===== config.mk =====
export PLATFORM = sky130hd
export DESIGN_NAME = lcs_tail
export DESIGN_NICKNAME = d
export VERILOG_FILES = /design/src/lcs_pkg.sv /design/src/lcs_tail.sv
export SDC_FILE = /design/constraint.sdc
export NUM_CORES = 1
export LEC_CHECK = 0
export BUFFER_PORTS_ARGS = -buffer_cell sky130_fd_sc_hd__buf_4
export CAP_MARGIN = 20
export CELL_PAD_IN_SITES_DETAIL_PLACEMENT = 2
export CELL_PAD_IN_SITES_GLOBAL_PLACEMENT = 2
export CORE_MARGIN = 5
export CORE_UTILIZATION = 16
export CTS_CLUSTER_DIAMETER = 40
export DETAILED_ROUTE_END_ITERATION = 16
export GPL_TIMING_DRIVEN = 0
export PLACE_DENSITY = 0.84
export RECOVER_POWER = 50
export SYNTH_ARGS = -nofsm -noshare
export SYNTH_HDL_FRONTEND = slang
export SYNTH_SLANG_ARGS = --single-unit
export TNS_END_PERCENT = 30

===== constraint.sdc =====
create_clock -name aclk -period 1.29 [get_ports aclk]
set_input_delay 0.258 -clock aclk [delete_from_list [all_inputs] [get_ports aclk]]
set_output_delay 0.258 -clock aclk [all_outputs]
set_load 0.01 [all_outputs]

===== src/lcs_pkg.sv =====
// shared types and constants for the longest common subsequence length engine
package lcs_pkg;

    localparam int unsigned LEN_W = 9;
    localparam logic [LEN_W-1:0] LEN_MAX = {LEN_W{1'b1}};

    localparam logic [1:0] REQ_LOAD   = 2'd0;
    localparam logic [1:0] REQ_FEED   = 2'd1;
    localparam logic [1:0] REQ_FINISH = 2'd2;

    typedef struct packed {
        logic [1:0] req_type;
        logic [7:0] symbol;
    } in_t;

    typedef struct packed {
        logic [LEN_W-1:0] lcs_length;
        logic             overflow;
    } out_t;

    typedef struct packed {
        logic             tok_valid;
        logic [1:0]       req;
        logic [7:0]       sym;
        logic [LEN_W-1:0] score_new;
        logic [LEN_W-1:0] score_old;
    } link_t;

endpackage


===== src/lcs_tail.sv =====
// end of the chain: overflow tracking and result register
module lcs_tail (
    input  logic          aclk,
    input  logic          aresetn,
    input  lcs_pkg::link_t in_link,
    output logic          advance,
    output logic          m_valid,
    input  logic          m_ready,
    output lcs_pkg::out_t m_data
);

    logic          out_valid_reg, out_valid_next;
    logic          overflow_reg, overflow_next;
    lcs_pkg::out_t out_data_reg;
    logic          finish_tok;
    logic          load_tok;

    assign advance    = !out_valid_reg || m_ready;
    assign finish_tok = in_link.tok_valid && (in_link.req == lcs_pkg::REQ_FINISH);
    assign load_tok   = in_link.tok_valid && (in_link.req == lcs_pkg::REQ_LOAD);

    always_comb begin
        out_valid_next = out_valid_reg;
        overflow_next  = overflow_reg;
        if (advance) begin
            out_valid_next = finish_tok;
            if (finish_tok) begin
                overflow_next = 1'b0;
            end else if (load_tok) begin
                overflow_next = 1'b1;
            end
        end
    end

    always_ff @(posedge aclk) begin
        if (!aresetn) begin
            out_valid_reg <= 1'b0;
            overflow_reg  <= 1'b0;
        end else begin
            out_valid_reg <= out_valid_next;
            overflow_reg  <= overflow_next;
        end
    end

    always_ff @(posedge aclk) begin
        if (advance && finish_tok) begin
            out_data_reg.lcs_length <= in_link.score_new;
            out_data_reg.overflow   <= overflow_reg;
        end
    end

    assign m_valid = out_valid_reg;
    assign m_data  = out_data_reg;

`ifndef ASSERT_OFF
    // overflow belongs to one string pair only
    a_ovf_clear: assert property (@(posedge aclk) disable iff (!aresetn)
        advance && finish_tok |=> !overflow_reg && out_valid_reg)
        else $error("overflow not cleared on finish");
`endif

endmodule


Word level (Yosys, flattened, before mapping)
Cells that the tools add are included.

Equal/unequal tests: 1. Mux-type cells: 2. Reductions and logical operators: 8.

Operators with widths (number): $logic_and 1x1->1 (3); $eq 2x2->1 const B (1); $logic_not 2->1 (1); $mux 1 (2); $reduce_and 2->1 (1); $reduce_bool 2->1 (1); $logic_not 1->1 (1); $logic_or 1x1->1 (1).

Register bits after elaboration: 12. Input bits: 32. Output and inout port bits: 12. Logic and storage cells: 15.

Logic depth before layout (Yosys ltp)
Depth after elaboration: 4. Gate-level depth with buffers: 3. Depth with buffers taken out: 3.

Worst setup path after synthesis
No wires, ideal clock.

Path kind: reg-to-reg. Start: register out_valid_reg (netlist: m_valid). End: register out_data_reg (netlist bit m_data[0]), enable pin. Setup time: 376 ps. Arrival: 930 ps. Required time: 914 ps. Setup slack: -16 ps. Stages on the path, launching flop included: 3. Buffers on the path: 0. Clock period less this slack: 1306 ps. Cell sequence: dfxtp_1 > nor2b_4 > nor2_1.

Cells in the longest elaborated chain, start to end: 3.

RTL lines: from (decl) (RTL line lcs_tail.sv:12) `logic out_valid_reg, out_valid_next;`; from (signal assigned) (RTL line lcs_tail.sv:40) `out_valid_reg <= out_valid_next;`; $logic_not 1->1 (RTL line lcs_tail.sv:18) `assign advance = !out_valid_reg || m_ready;`; $logic_or 1x1->1 (RTL line lcs_tail.sv:18); $logic_and 1x1->1 (RTL line lcs_tail.sv:46) `if (advance && finish_tok) begin`; to (decl) (RTL line lcs_tail.sv:14) `lcs_pkg::out_t out_data_reg;`.

No other way between the ends. A chain may end at the register's enable or synchronous reset.

Worst setup path after layout
Start: register out_valid_reg (netlist: m_valid). End: register out_data_reg (netlist bit m_data[7]), enable pin.

Same word-level chain as after synthesis.

==> summary.md <==
| Metric | Value |
|---|---|
| Status | `finished clean` |
| Post-synth top area share | `approximately 75%` |
| Slew HR | `66.3%` |
| Fin area | `681 µm²` |
| Pwr Density | `1160 nW/µm²` |
| Count leader, synth | `edfxtp_1` |
| Crit-path cells | `nor2b_4, nor2_2` |
| Slowest CP cell | `nor2_2` |
| Top post-synthesis cells by area | `edfxtp_1, dfxtp_1, nor2b_4` |
| Area Overhead vs Synth | `70.0%` |
| DIE AREA | `about 3600 µm²` |
| Max-slew violation count | `0` |
| Yosys top cell by area | `edfxtp_1` |
| Total CTS buffers | `3` |
| Synthesized area per cell | `roughly 21 µm²` |
| Worst-Margin Slew | `slightly above 500 ps` |
| Die X | `60.0 µm` |
| Crit path DAT | `1130 ps` |
| Vias per cell | `roughly 3.6` |
| Nets | `83` |
| CTS tree | `done` |
| Static Leakage | `roughly 0.28 nW` |
| Cell-internal power | `around 0.65 mW` |
| Worst-skew pair later-pin latency | `roughly 260 ps` |
| Asr flop ratio synth | `0%` |
| Yosys reg bits | `12` |
| CP delay by family, top | `simple AND/OR/NAND/NOR gates` |
| H-tree depth | `1` |
| Root Driver | `clkbuf_4` |
| DRT iter0 DRCs | `2` |
| Worst Path Max Fanout | `10` |
| GR Overflow Total | `0` |
| Share of cells above drive strength 1 | `around 70%` |
| Synth cell types | `9` |
| Setup WS pre-CTS | `-110 ps` |
| CP required | `1190 ps` |
| Switching power | `around 0.14 mW` |
| Fin crit share | `between 90% and 100%` |
| Min cycle time layout | `1220 ps` |
| Min-Delay Startpoint | `in_link[16]` |
| Die Ht | `60.0 µm` |
| Post-Layout Cell Count | `80` |
| GRT Util Overall | `roughly 5.3%` |
| Clk pwr share | `a little over a third` |
| EDFF count, synth | `10` |
| I/O pin count | `between 40 and 50` |
| Syn nets | `51` |
| DR WL/cell | `between 10 and 15 µm` |
| Most frequent cells after synthesis | `edfxtp_1, dfxtp_1` |
| DRC Markers | `0` |
| Mapped Cells | `19` |
| Fin. Hold Viols | `0` |
| Setup crit start kind | `register` |
| CTS clk-pin slew, worst paths | `approximately 70 ps` |
| Initial Utilization | `16.5%` |
| CP endpoint kind | `register` |
| Total Wirelength | `962 µm` |
| RSZ-0062 raised after global routing | `yes` |
| Buf/Inv on CP | `0` |
| Peak supply drop | `337 µV` |
| Post-DRT Antenna Nets | `0` |
| Vias after detailed routing | `284` |
| Post-DP HPWL | `between 800 and 900 µm` |
| Vias in the first global route | `between 200 and 300` |
| Total power | `between 0.7 and 0.8 mW` |
| First-pass GRT wire length | `about 1300 µm` |
| Post-cts hold buffer count | `0` |
| Final setup margin | `roughly 66 ps` |
| Final Skew | `approximately 1.9 ps` |
| Combinational share of power | `between 8 and 9%` |
| Sequential power share | `roughly 56%` |
| Number of diodes | `0` |
| Maxcap violations | `0` |
| Ys flop type | `edfxtp_1` |
| Routability cong. | `~0.66` |
| Critical Path Max Stage Delay | `between 400 and 500 ps` |
| Syn Std Cell Area | `between 400 and 500 µm²` |
| Yosys warning count | `0` |
| Seq/Total Area, Yosys | `85.0%` |
| IO Port Bufs | `26` |
| Crit Reg-Reg Startpoint | `m_valid` |
| Core box area | `about 2400 µm²` |
| Worst-case clock buffer depth | `2` |
| Worst Setup SP | `m_valid` |
| Utilization after layout | `roughly 28%` |
| Net Sw Frac | `17.8%` |
| Max Fclk | `approximately 820 MHz` |
| FP Rows | `18` |
| # clock sinks | `12` |
| Placed cell count | `75` |
| Initial antenna violation count | `0` |
| DR pass1 iterations | `2` |
| DP Area | `~640 µm²` |
| Max FFs per register | `10` |
| Endpoints failing setup | `0` |
| Largest net degree at the start of global routing | `11` |
| Crit Path Class | `register to register` |
| HP Class | `input pin to register` |
[through the flow]
stage | TNS (ps) | hold WS, ps
final | 0 | 193
after CTS | 0 | 162
after detailed placement | -1100 | 434
after floorplan | 0 | 357
after global routing | -269 | 180
after global placement | -760 | 429
[layout make-up]
cell class / count / area [µm²]
clock buffer: 4 / 36.3
sequential: 12 / 342
fill: 264 / 1750
inverter: 1 / 3.75
tap: 30 / 37.5
timing repair buffer: 27 / 203
multi-input combinational: 6 / 58.8
[timing repair]
item | in CTS | in global routing
buffers inserted | 1 | 0
endpoints found under the setup margin | 1 | 11
resized for setup | 0 | 1
[worst paths after layout]
| check | endpoint | slack [ps] | cells past startpoint |
|---|---|---|---|
| max | m_data[7] | 70 | 2 |
| max reg2reg | m_data[7] | 70 | 2 |
| min reg2reg | m_data[0] | 450 | 0 |
| min | m_data[8] | 190 | 1 |
[per-layer routing]
layer / global-route usage (%) / part of all wire (%)
met2: 10.0 / 56
met1: 4.37 / 30
met4: 4.75 / 2.8
met5: 0 / 0
met3: 1.30 / 11
[cell usage in the layout (no fill, tap or decap), drive strengths merged]
cell | netlist | layout
inv | 1 | 1
dfxtp | 2 | 2
buf | 0 | 18
o221a | 1 | 1
edfxtp | 10 | 10
nand3b | 1 | 1
nor2 | 1 | 1
a21boi | 1 | 1
nor3b | 1 | 1
nor2b | 1 | 1
clkbuf | 0 | 13
[kinds of logic (layout without fill, tap and decap cells)]
kind of cell / after synthesis / count (layout) / share of synthesized area, %
AO/OA/AOI/OAI: 2 / 2 / 4.69
AND/OR/NAND/NOR: 4 / 4 / 9.37
buffers and inverters: 1 / 32 / 0.937
flip-flops: 12 / 12 / 85.0
[power by group through the flow]
stage                     Clock [mW]  Combinational [mW]  Sequential (mW)
after floorplan                    0              0.0130            0.451
after global placement             0              0.0685            0.446
after detailed placement           0              0.0712            0.447
after CTS                      0.296              0.0722            0.438
after global routing           0.310              0.0748            0.439
final                          0.283              0.0691            0.438
Note: power is estimated with default switching activity, not from simulation.
