`src/lcs_pkg.sv`:
```
// shared types and constants for the longest common subsequence length engine
package lcs_pkg;

    localparam int unsigned LEN_W = 9;
    localparam logic [LEN_W-1:0] LEN_MAX = {LEN_W{1'b1}};

    localparam logic [1:0] REQ_LOAD   = 2'd0;
    localparam logic [1:0] REQ_FEED   = 2'd1;
    localparam logic [1:0] REQ_FINISH = 2'd2;

    typedef struct packed {
        logic [1:0] req_type;
        logic [7:0] symbol;
    } in_t;

    typedef struct packed {
        logic [LEN_W-1:0] lcs_length;
        logic             overflow;
    } out_t;

    typedef struct packed {
        logic             tok_valid;
        logic [1:0]       req;
        logic [7:0]       sym;
        logic [LEN_W-1:0] score_new;
        logic [LEN_W-1:0] score_old;
    } link_t;

endpackage

```
`src/lcs_cell.sv`:
```
// one column of the score row: holds a reference byte and its score
module lcs_cell (
    input  logic          aclk,
    input  logic          aresetn,
    input  logic          advance,
    input  lcs_pkg::link_t in_link,
    output lcs_pkg::link_t out_link
);

    logic                      ref_valid_reg, ref_valid_next;
    logic [7:0]                ref_sym_reg, ref_sym_next;
    logic [lcs_pkg::LEN_W-1:0] score_reg, score_next;
    logic [lcs_pkg::LEN_W-1:0] feed_score;
    lcs_pkg::link_t            out_link_reg, out_link_next;

    always_comb begin
        if (ref_valid_reg && (ref_sym_reg == in_link.sym)) begin
            feed_score = (in_link.score_old == lcs_pkg::LEN_MAX) ? lcs_pkg::LEN_MAX
                                                                 : in_link.score_old + 1'b1;
        end else begin
            feed_score = (score_reg > in_link.score_new) ? score_reg : in_link.score_new;
        end
    end

    always_comb begin
        ref_valid_next = ref_valid_reg;
        ref_sym_next   = ref_sym_reg;
        score_next     = score_reg;
        out_link_next  = in_link;
        if (in_link.tok_valid) begin
            case (in_link.req)
                lcs_pkg::REQ_LOAD: begin
                    if (!ref_valid_reg) begin
                        ref_valid_next          = 1'b1;
                        ref_sym_next            = in_link.sym;
                        out_link_next.tok_valid = 1'b0;
                    end
                end
                lcs_pkg::REQ_FEED: begin
                    score_next              = feed_score;
                    out_link_next.score_new = feed_score;
                    out_link_next.score_old = score_reg;
                end
                lcs_pkg::REQ_FINISH: begin
                    out_link_next.score_new = score_reg;
                    ref_valid_next          = 1'b0;
                    score_next              = '0;
                end
                default: begin
                end
            endcase
        end
    end

    always_ff @(posedge aclk) begin
        if (!aresetn) begin
            ref_valid_reg          <= 1'b0;
            score_reg              <= '0;
            out_link_reg.tok_valid <= 1'b0;
        end else if (advance) begin
            ref_valid_reg <= ref_valid_next;
            score_reg     <= score_next;
            out_link_reg  <= out_link_next;
        end
    end

    always_ff @(posedge aclk) begin
        if (advance) begin
            ref_sym_reg <= ref_sym_next;
        end
    end

    assign out_link = out_link_reg;

`ifndef ASSERT_OFF
    // a reference byte is only dropped by a finish request
    a_ref_kept: assert property (@(posedge aclk) disable iff (!aresetn)
        !(advance && in_link.tok_valid && (in_link.req == lcs_pkg::REQ_FINISH))
        |=> !$fell(ref_valid_reg))
        else $error("reference byte lost without finish");

    // scores never shrink within one string pair
    a_score_mono: assert property (@(posedge aclk) disable iff (!aresetn)
        !(advance && in_link.tok_valid && (in_link.req == lcs_pkg::REQ_FINISH))
        |=> score_reg >= $past(score_reg))
        else $error("score decreased");

    // a text byte raises a column at most one above its left neighbor
    a_score_step: assert property (@(posedge aclk) disable iff (!aresetn)
        advance && in_link.tok_valid && (in_link.req == lcs_pkg::REQ_FEED)
        |=> {1'b0, score_reg} <= {1'b0, $past(in_link.score_new)} + 1'b1)
        else $error("score step too large");
`endif

endmodule

```
`config.mk`:
```
export PLATFORM = sky130hd
export DESIGN_NAME = lcs_cell
export DESIGN_NICKNAME = d
export VERILOG_FILES = /design/src/lcs_pkg.sv /design/src/lcs_cell.sv
export SDC_FILE = /design/constraint.sdc
export NUM_CORES = 1
export LEC_CHECK = 0
export ABC_AREA = 0
export BUFFER_PORTS_ARGS = -buffer_cell sky130_fd_sc_hd__buf_2
export CAP_MARGIN = 20
export CORE_MARGIN = 1.5
export CORE_UTILIZATION = 57
export CTS_CLUSTER_DIAMETER = 200
export DETAILED_ROUTE_END_ITERATION = 7
export GPL_TIMING_DRIVEN = 0
export MAX_ROUTING_LAYER = met4
export PLACE_DENSITY = 0.84
export REMOVE_ABC_BUFFERS = 1
export SETUP_SLACK_MARGIN = 0.05
export SLEW_MARGIN = 20
export SYNTH_ARGS = -nofsm -noshare
export SYNTH_HDL_FRONTEND = slang
export SYNTH_SLANG_ARGS = --single-unit
```
`constraint.sdc`:
```
create_clock -name aclk -period 7.2 [get_ports aclk]
set_input_delay 1.44 -clock aclk [delete_from_list [all_inputs] [get_ports aclk]]
set_output_delay 1.44 -clock aclk [all_outputs]
set_load 0.005 [all_outputs]
```
Word level (Yosys, flattened, before mapping). Index checks and enable logic that the tools add are counted. W data, S select, Z words.

Register bits: 47. Latch bits: 0. Memory bits (writable): 0. Bits in read-only memories: 0. Output and inout bits: 29. Memories kept: 0.

$add $sub $neg: 1. Multiply operators: 0. Div/mod/pow operators: 0. $lt $le $gt $ge: 1. Eq/ne operators: 4. Shift-type cells: 0. Multiplexer cells: 11. Bitwise operators: 1. Reductions and logical operators: 8.

Operators by type and width (count): $mux W9 (4); $pmux W9 S2 (2); $mux W18 (1); $add A9 B1 Y9 const B (1); $eq A9 B9 Y1 const B (1); $gt A9 B9 Y1 (1); $eq A8 B8 Y1 (1); $reduce_and A3 Y1 (2); $reduce_and A4 Y1 (1); $reduce_bool A2 Y1 (2); $mux W1 (3); $eq A2 B1 Y1 const B (1); $eq A2 B2 Y1 const B (1); $logic_not A2 Y1 (1); $pmux W1 S2 (1); $reduce_and A2 Y1 (1); $logic_and A1 B1 Y1 (1); $not A1 Y1 (1).

Depth between registers and ports, before layout.
Depth in word-level cells: 5. Gate-level depth with buffers: 10. Mapped depth without buffers: 8.

Least setup slack after synthesis. OpenSTA, ideal clock, no wires.

Kind: input to register. From: input in_link[11] (netlist name). To: register out_link_reg, in the netlist out_link[16], data pin. Library setup time: 263 ps. Data arrival time: 3217 ps. Required time: 6937 ps. Slack: 3720 ps. Stages: 10. Cell sequence: inv_1 -> ha_1 -> a21o_1 -> a21o_1 -> a2111o_1 -> buf_6 -> and2_4 -> buf_6 -> a211oi_2 -> o31ai_1.

RTL lines: from (decl) (line lcs_cell.sv:6) `input lcs_pkg::link_t in_link,`; to (signal assigned) (line lcs_cell.sv:63) `out_link_reg <= out_link_next;`; to (decl) (line lcs_cell.sv:14) `lcs_pkg::link_t out_link_reg, out_link_next;`.

==> impl_metrics.env <==
export IMPL_status="completed"
export IMPL_final_core_util_pct=71.5
export IMPL_power_leakage_nw=1.26
export IMPL_crit_type="in2reg"
export IMPL_dp_slack_ns=3.46
export IMPL_timing_critical_path_cells="buf_2 > inv_1 > ha_1 > a21oi_1 > o21ai_0 > a2111o_1 > and2_4 > a211oi_2 > o31ai_1"
export IMPL_final_nets=328
export IMPL_clock_tree_root_cell="sky130_fd_sc_hd__clkbuf_8"
export IMPL_drtAntennaViolNets=0
export IMPL_path_clk_slew_ns=0.08
export IMPL_timing_slew_headroom_pct=36.1
export IMPL_post_cts_buffers=0
export IMPL_finalMaxSlewViolations=0
export IMPL_post_route_cell_area_um2=2940
export IMPL_netlist_instances=222
export IMPL_crit_buf_inv=2
export IMPL_die_h_um=69.2
export IMPL_placeableCoreArea_um2=4120
export IMPL_hold_path_endpoint="ref_valid_reg"
export IMPL_grt_setup_unrepaired="no"
export IMPL_ios=61
export IMPL_routabilityCongestion=0.907
export IMPL_post_route_min_period_ns=3.50
export IMPL_die_width_um=69.2
export IMPL_start_util_pct=60.7
export IMPL_vdd_ir_drop_worst_v=0.000165
export IMPL_timing_critical_path_from="in_link[17]"
export IMPL_synthesized_area_per_cell_um2=11.3
export IMPL_post_drt_wl_per_cell_um=17.5
export IMPL_globalRouteOverflowTotal=0
export IMPL_clock_tree_htree_level_count=2
export IMPL_drive_above_1_share_pct=31.7
export IMPL_worst_skew_pair_late_latency_ns=0.30
export IMPL_hold_slack_ns=0.537
export IMPL_detailedRoute_firstPassIterationCount=5
export IMPL_worstSetupEndpointType="flop"
export IMPL_synth_edff_count=36
export IMPL_setup_violations=0
export IMPL_cts_num_sinks=47
export IMPL_flip_flop_count_of_the_largest_register_after_layout=29
export IMPL_dieArea_um2=4790
export IMPL_antenna_found_initial=0
export IMPL_postSynth_topFlopCell="sky130_fd_sc_hd__edfxtp_1"
export IMPL_detailed_place_area_um2=2830
export IMPL_cts_tree="done"
export IMPL_fin_setup_tns_ns=0
export IMPL_r2r_start="score_reg[8]"
export IMPL_finalWirelength_mm=5.86
export IMPL_post_cts_hold_buffer_count=0
export IMPL_maximum_number_of_pins_on_one_net_before_global_route_repair=29
export IMPL_grt_pass1_wl_mm=9.13
export IMPL_worstPathRequired_ns=7.24
export IMPL_port_buffers=60
export IMPL_regToRegSetupSlack_ns=4.56
export IMPL_timing_final_crit_share_pct=48.6
export IMPL_sequential_cell_area_fraction_in_the_yosys_report_pct=52.1
export IMPL_dp_cells=326
export IMPL_post_route_drc_count=0
export IMPL_placementRows=23
export IMPL_detail_route_vias_per_cell=6.02
export IMPL_cts_repair_resize_count=0
export IMPL_groute_usage_overall_pct=24.8
export IMPL_final_setup_margin_ns=3.70
export IMPL_antenna_diode_count=0
export IMPL_area_of_the_mapped_netlist_um2=2500
export IMPL_critical_path_max_stage_delay_ns=0.58
export IMPL_hp_class="reg2reg"
export IMPL_cts_max_path_buffers=2
export IMPL_max_freq_mhz=286
export IMPL_grt_pass1_vias=1913
export IMPL_drt_iter0_markers=228
export IMPL_source_of_the_worst_hold_timing_path="ref_valid_reg"
export IMPL_critical_path_top_delay_family="compound AO/OA/AOI/OAI gates"
export IMPL_cts_buffers=5
export IMPL_detailedPlacementHpwl_mm=4.09
export IMPL_detailroute_via_count=2011
export IMPL_timing_critical_path_arrival_ns=3.53
export IMPL_worstPathMaxFanout=10
export IMPL_async_flop_share_pct=0
export IMPL_whs_path_depth=2
export IMPL_worst_path_max_delay_cell="sky130_fd_sc_hd__a2111o_1"
export IMPL_timing_rr_end="out_link[16]"
export IMPL_rr_worst_depth=7
export IMPL_synth_distinct_cells=34
export IMPL_setup_worst_path_start_class="input pin"
export IMPL_maxCapViolations=0
export IMPL_finish_cell_count_without_fillers=334
export IMPL_finalClockSkew_ns=0.00628
export IMPL_worst_slew_pin_slew_ns=0.957
export IMPL_synth_ff_latch_count=47
export IMPL_area_delta_synth_final_pct=17.6
export IMPL_cellPowerDensity_nw_per_um2=195
export IMPL_final_hold_viol_count=0
export IMPL_synth_warning_count=0
export IMPL_fill_cell_instance_count_of_the_final_layout=304
export IMPL_fin_total_pwr_mw=0.573
[worst max-delay path by stage]
stage / endpoint / cells past startpoint / slack, ns
3_3_place_gp: out_link[10] / 7 / 2.82
3_5_place_dp: out_link[16] / 9 / 3.46
5_1_grt: out_link[13] / 9 / 3.67
6_report: out_link[16] / 9 / 3.70
2_1_floorplan: out_link[11] / 6 / 3.66
4_1_cts: out_link[16] / 9 / 3.73
[kinds of logic after synthesis]
family | Yosys count | synth area share [%]
adders and majority gates | 13 | 6.51
and+or+nand+nor | 60 | 11.7
AOI/OAI and AO/OA | 58 | 17.3
buffers and inverters | 22 | 3.95
DFF | 47 | 52.1
xor gates and xnor gates | 14 | 4.91
muxes | 8 | 3.60
[cells in the final DEF (no fill, tap or decap), types with 3 or more instances in the layout]
cell                       Yosys  routed
sky130_fd_sc_hd__buf_2         1      60
sky130_fd_sc_hd__edfxtp_1     36      36
sky130_fd_sc_hd__nand2_1      20      20
sky130_fd_sc_hd__a21oi_1      20      20
sky130_fd_sc_hd__o31ai_1      16      16
sky130_fd_sc_hd__inv_1        15      14
sky130_fd_sc_hd__ha_1         13      13
sky130_fd_sc_hd__xnor2_1      11      11
sky130_fd_sc_hd__and3_1       11      11
sky130_fd_sc_hd__dfxtp_1      11      11
sky130_fd_sc_hd__nor2_1       10      10
sky130_fd_sc_hd__a211oi_2      8       8
sky130_fd_sc_hd__mux2_2        8       8
sky130_fd_sc_hd__nand3_1       5       5
sky130_fd_sc_hd__clkbuf_8      0       5
sky130_fd_sc_hd__nand4_1       4       4
sky130_fd_sc_hd__and2_1        3       3
sky130_fd_sc_hd__xor2_1        3       3
sky130_fd_sc_hd__a31oi_1       3       3
[area by class of cell]
cell class              count  area [um^2]  share of cell area, %
clock buffers               5         68.8                   2.34
clock inverters             3         38.8                   1.32
inverters                  15         56.3                   1.91
multi-input cells         153         1100                   37.6
flip-flops and latches     47         1300                   44.3
well taps                  50         62.6                   2.13
repair buffers             61          308                   10.5
[Yosys cell counts (2+ instances only)]
library cell	n	share of area (%)
sky130_fd_sc_hd__nor2_1	10	1.5
sky130_fd_sc_hd__dfxtp_1	11	8.8
sky130_fd_sc_hd__xnor2_1	11	3.9
sky130_fd_sc_hd__o31ai_1	16	4.8
sky130_fd_sc_hd__edfxtp_1	36	43
sky130_fd_sc_hd__inv_1	15	2.3
sky130_fd_sc_hd__and3_1	11	2.8
sky130_fd_sc_hd__nor3_1	3	0.60
sky130_fd_sc_hd__a211oi_2	8	4.0
sky130_fd_sc_hd__nand2_1	20	3.0
sky130_fd_sc_hd__nor2b_1	2	0.50
sky130_fd_sc_hd__nand3_1	5	1.0
sky130_fd_sc_hd__a31oi_1	3	0.75
sky130_fd_sc_hd__mux2_2	8	3.6
sky130_fd_sc_hd__buf_6	2	0.90
sky130_fd_sc_hd__a21oi_1	20	4.0
sky130_fd_sc_hd__xor2_1	3	1.1
sky130_fd_sc_hd__and2_1	3	0.75
sky130_fd_sc_hd__ha_1	13	6.5
sky130_fd_sc_hd__clkbuf_1	3	0.45
sky130_fd_sc_hd__o21ai_0	2	0.40
sky130_fd_sc_hd__a21o_1	2	0.60
sky130_fd_sc_hd__nand4_1	4	1.0
[tightest hold or removal path, delay by kind of cell, from the launching register on]
kind	cells	cell delay, ns
AOI/OAI and AO/OA	1	0.05
DFF	1	0.38
and+or+nand+nor	1	0.07
[per-layer routing]
layer | vias up | track usage (%) | share of wire, %
li1 | 944 | - | -
met1 | 950 | 30.4 | 40
met2 | 105 | 40.1 | 50
met3 | 12 | 5.09 | 7.9
met4 | 0 | 10.2 | 2.2
met5 | - | - | 0
[power by group]
part | switching, mW | total [mW] | internal (mW)
logic | 0.0447 | 0.0768 | 0.0321
registers | 0.00512 | 0.311 | 0.306
clock network | 0.0844 | 0.186 | 0.102
total | 0.134 | 0.573 | 0.439
Note: power is estimated with default switching activity, not from simulation.
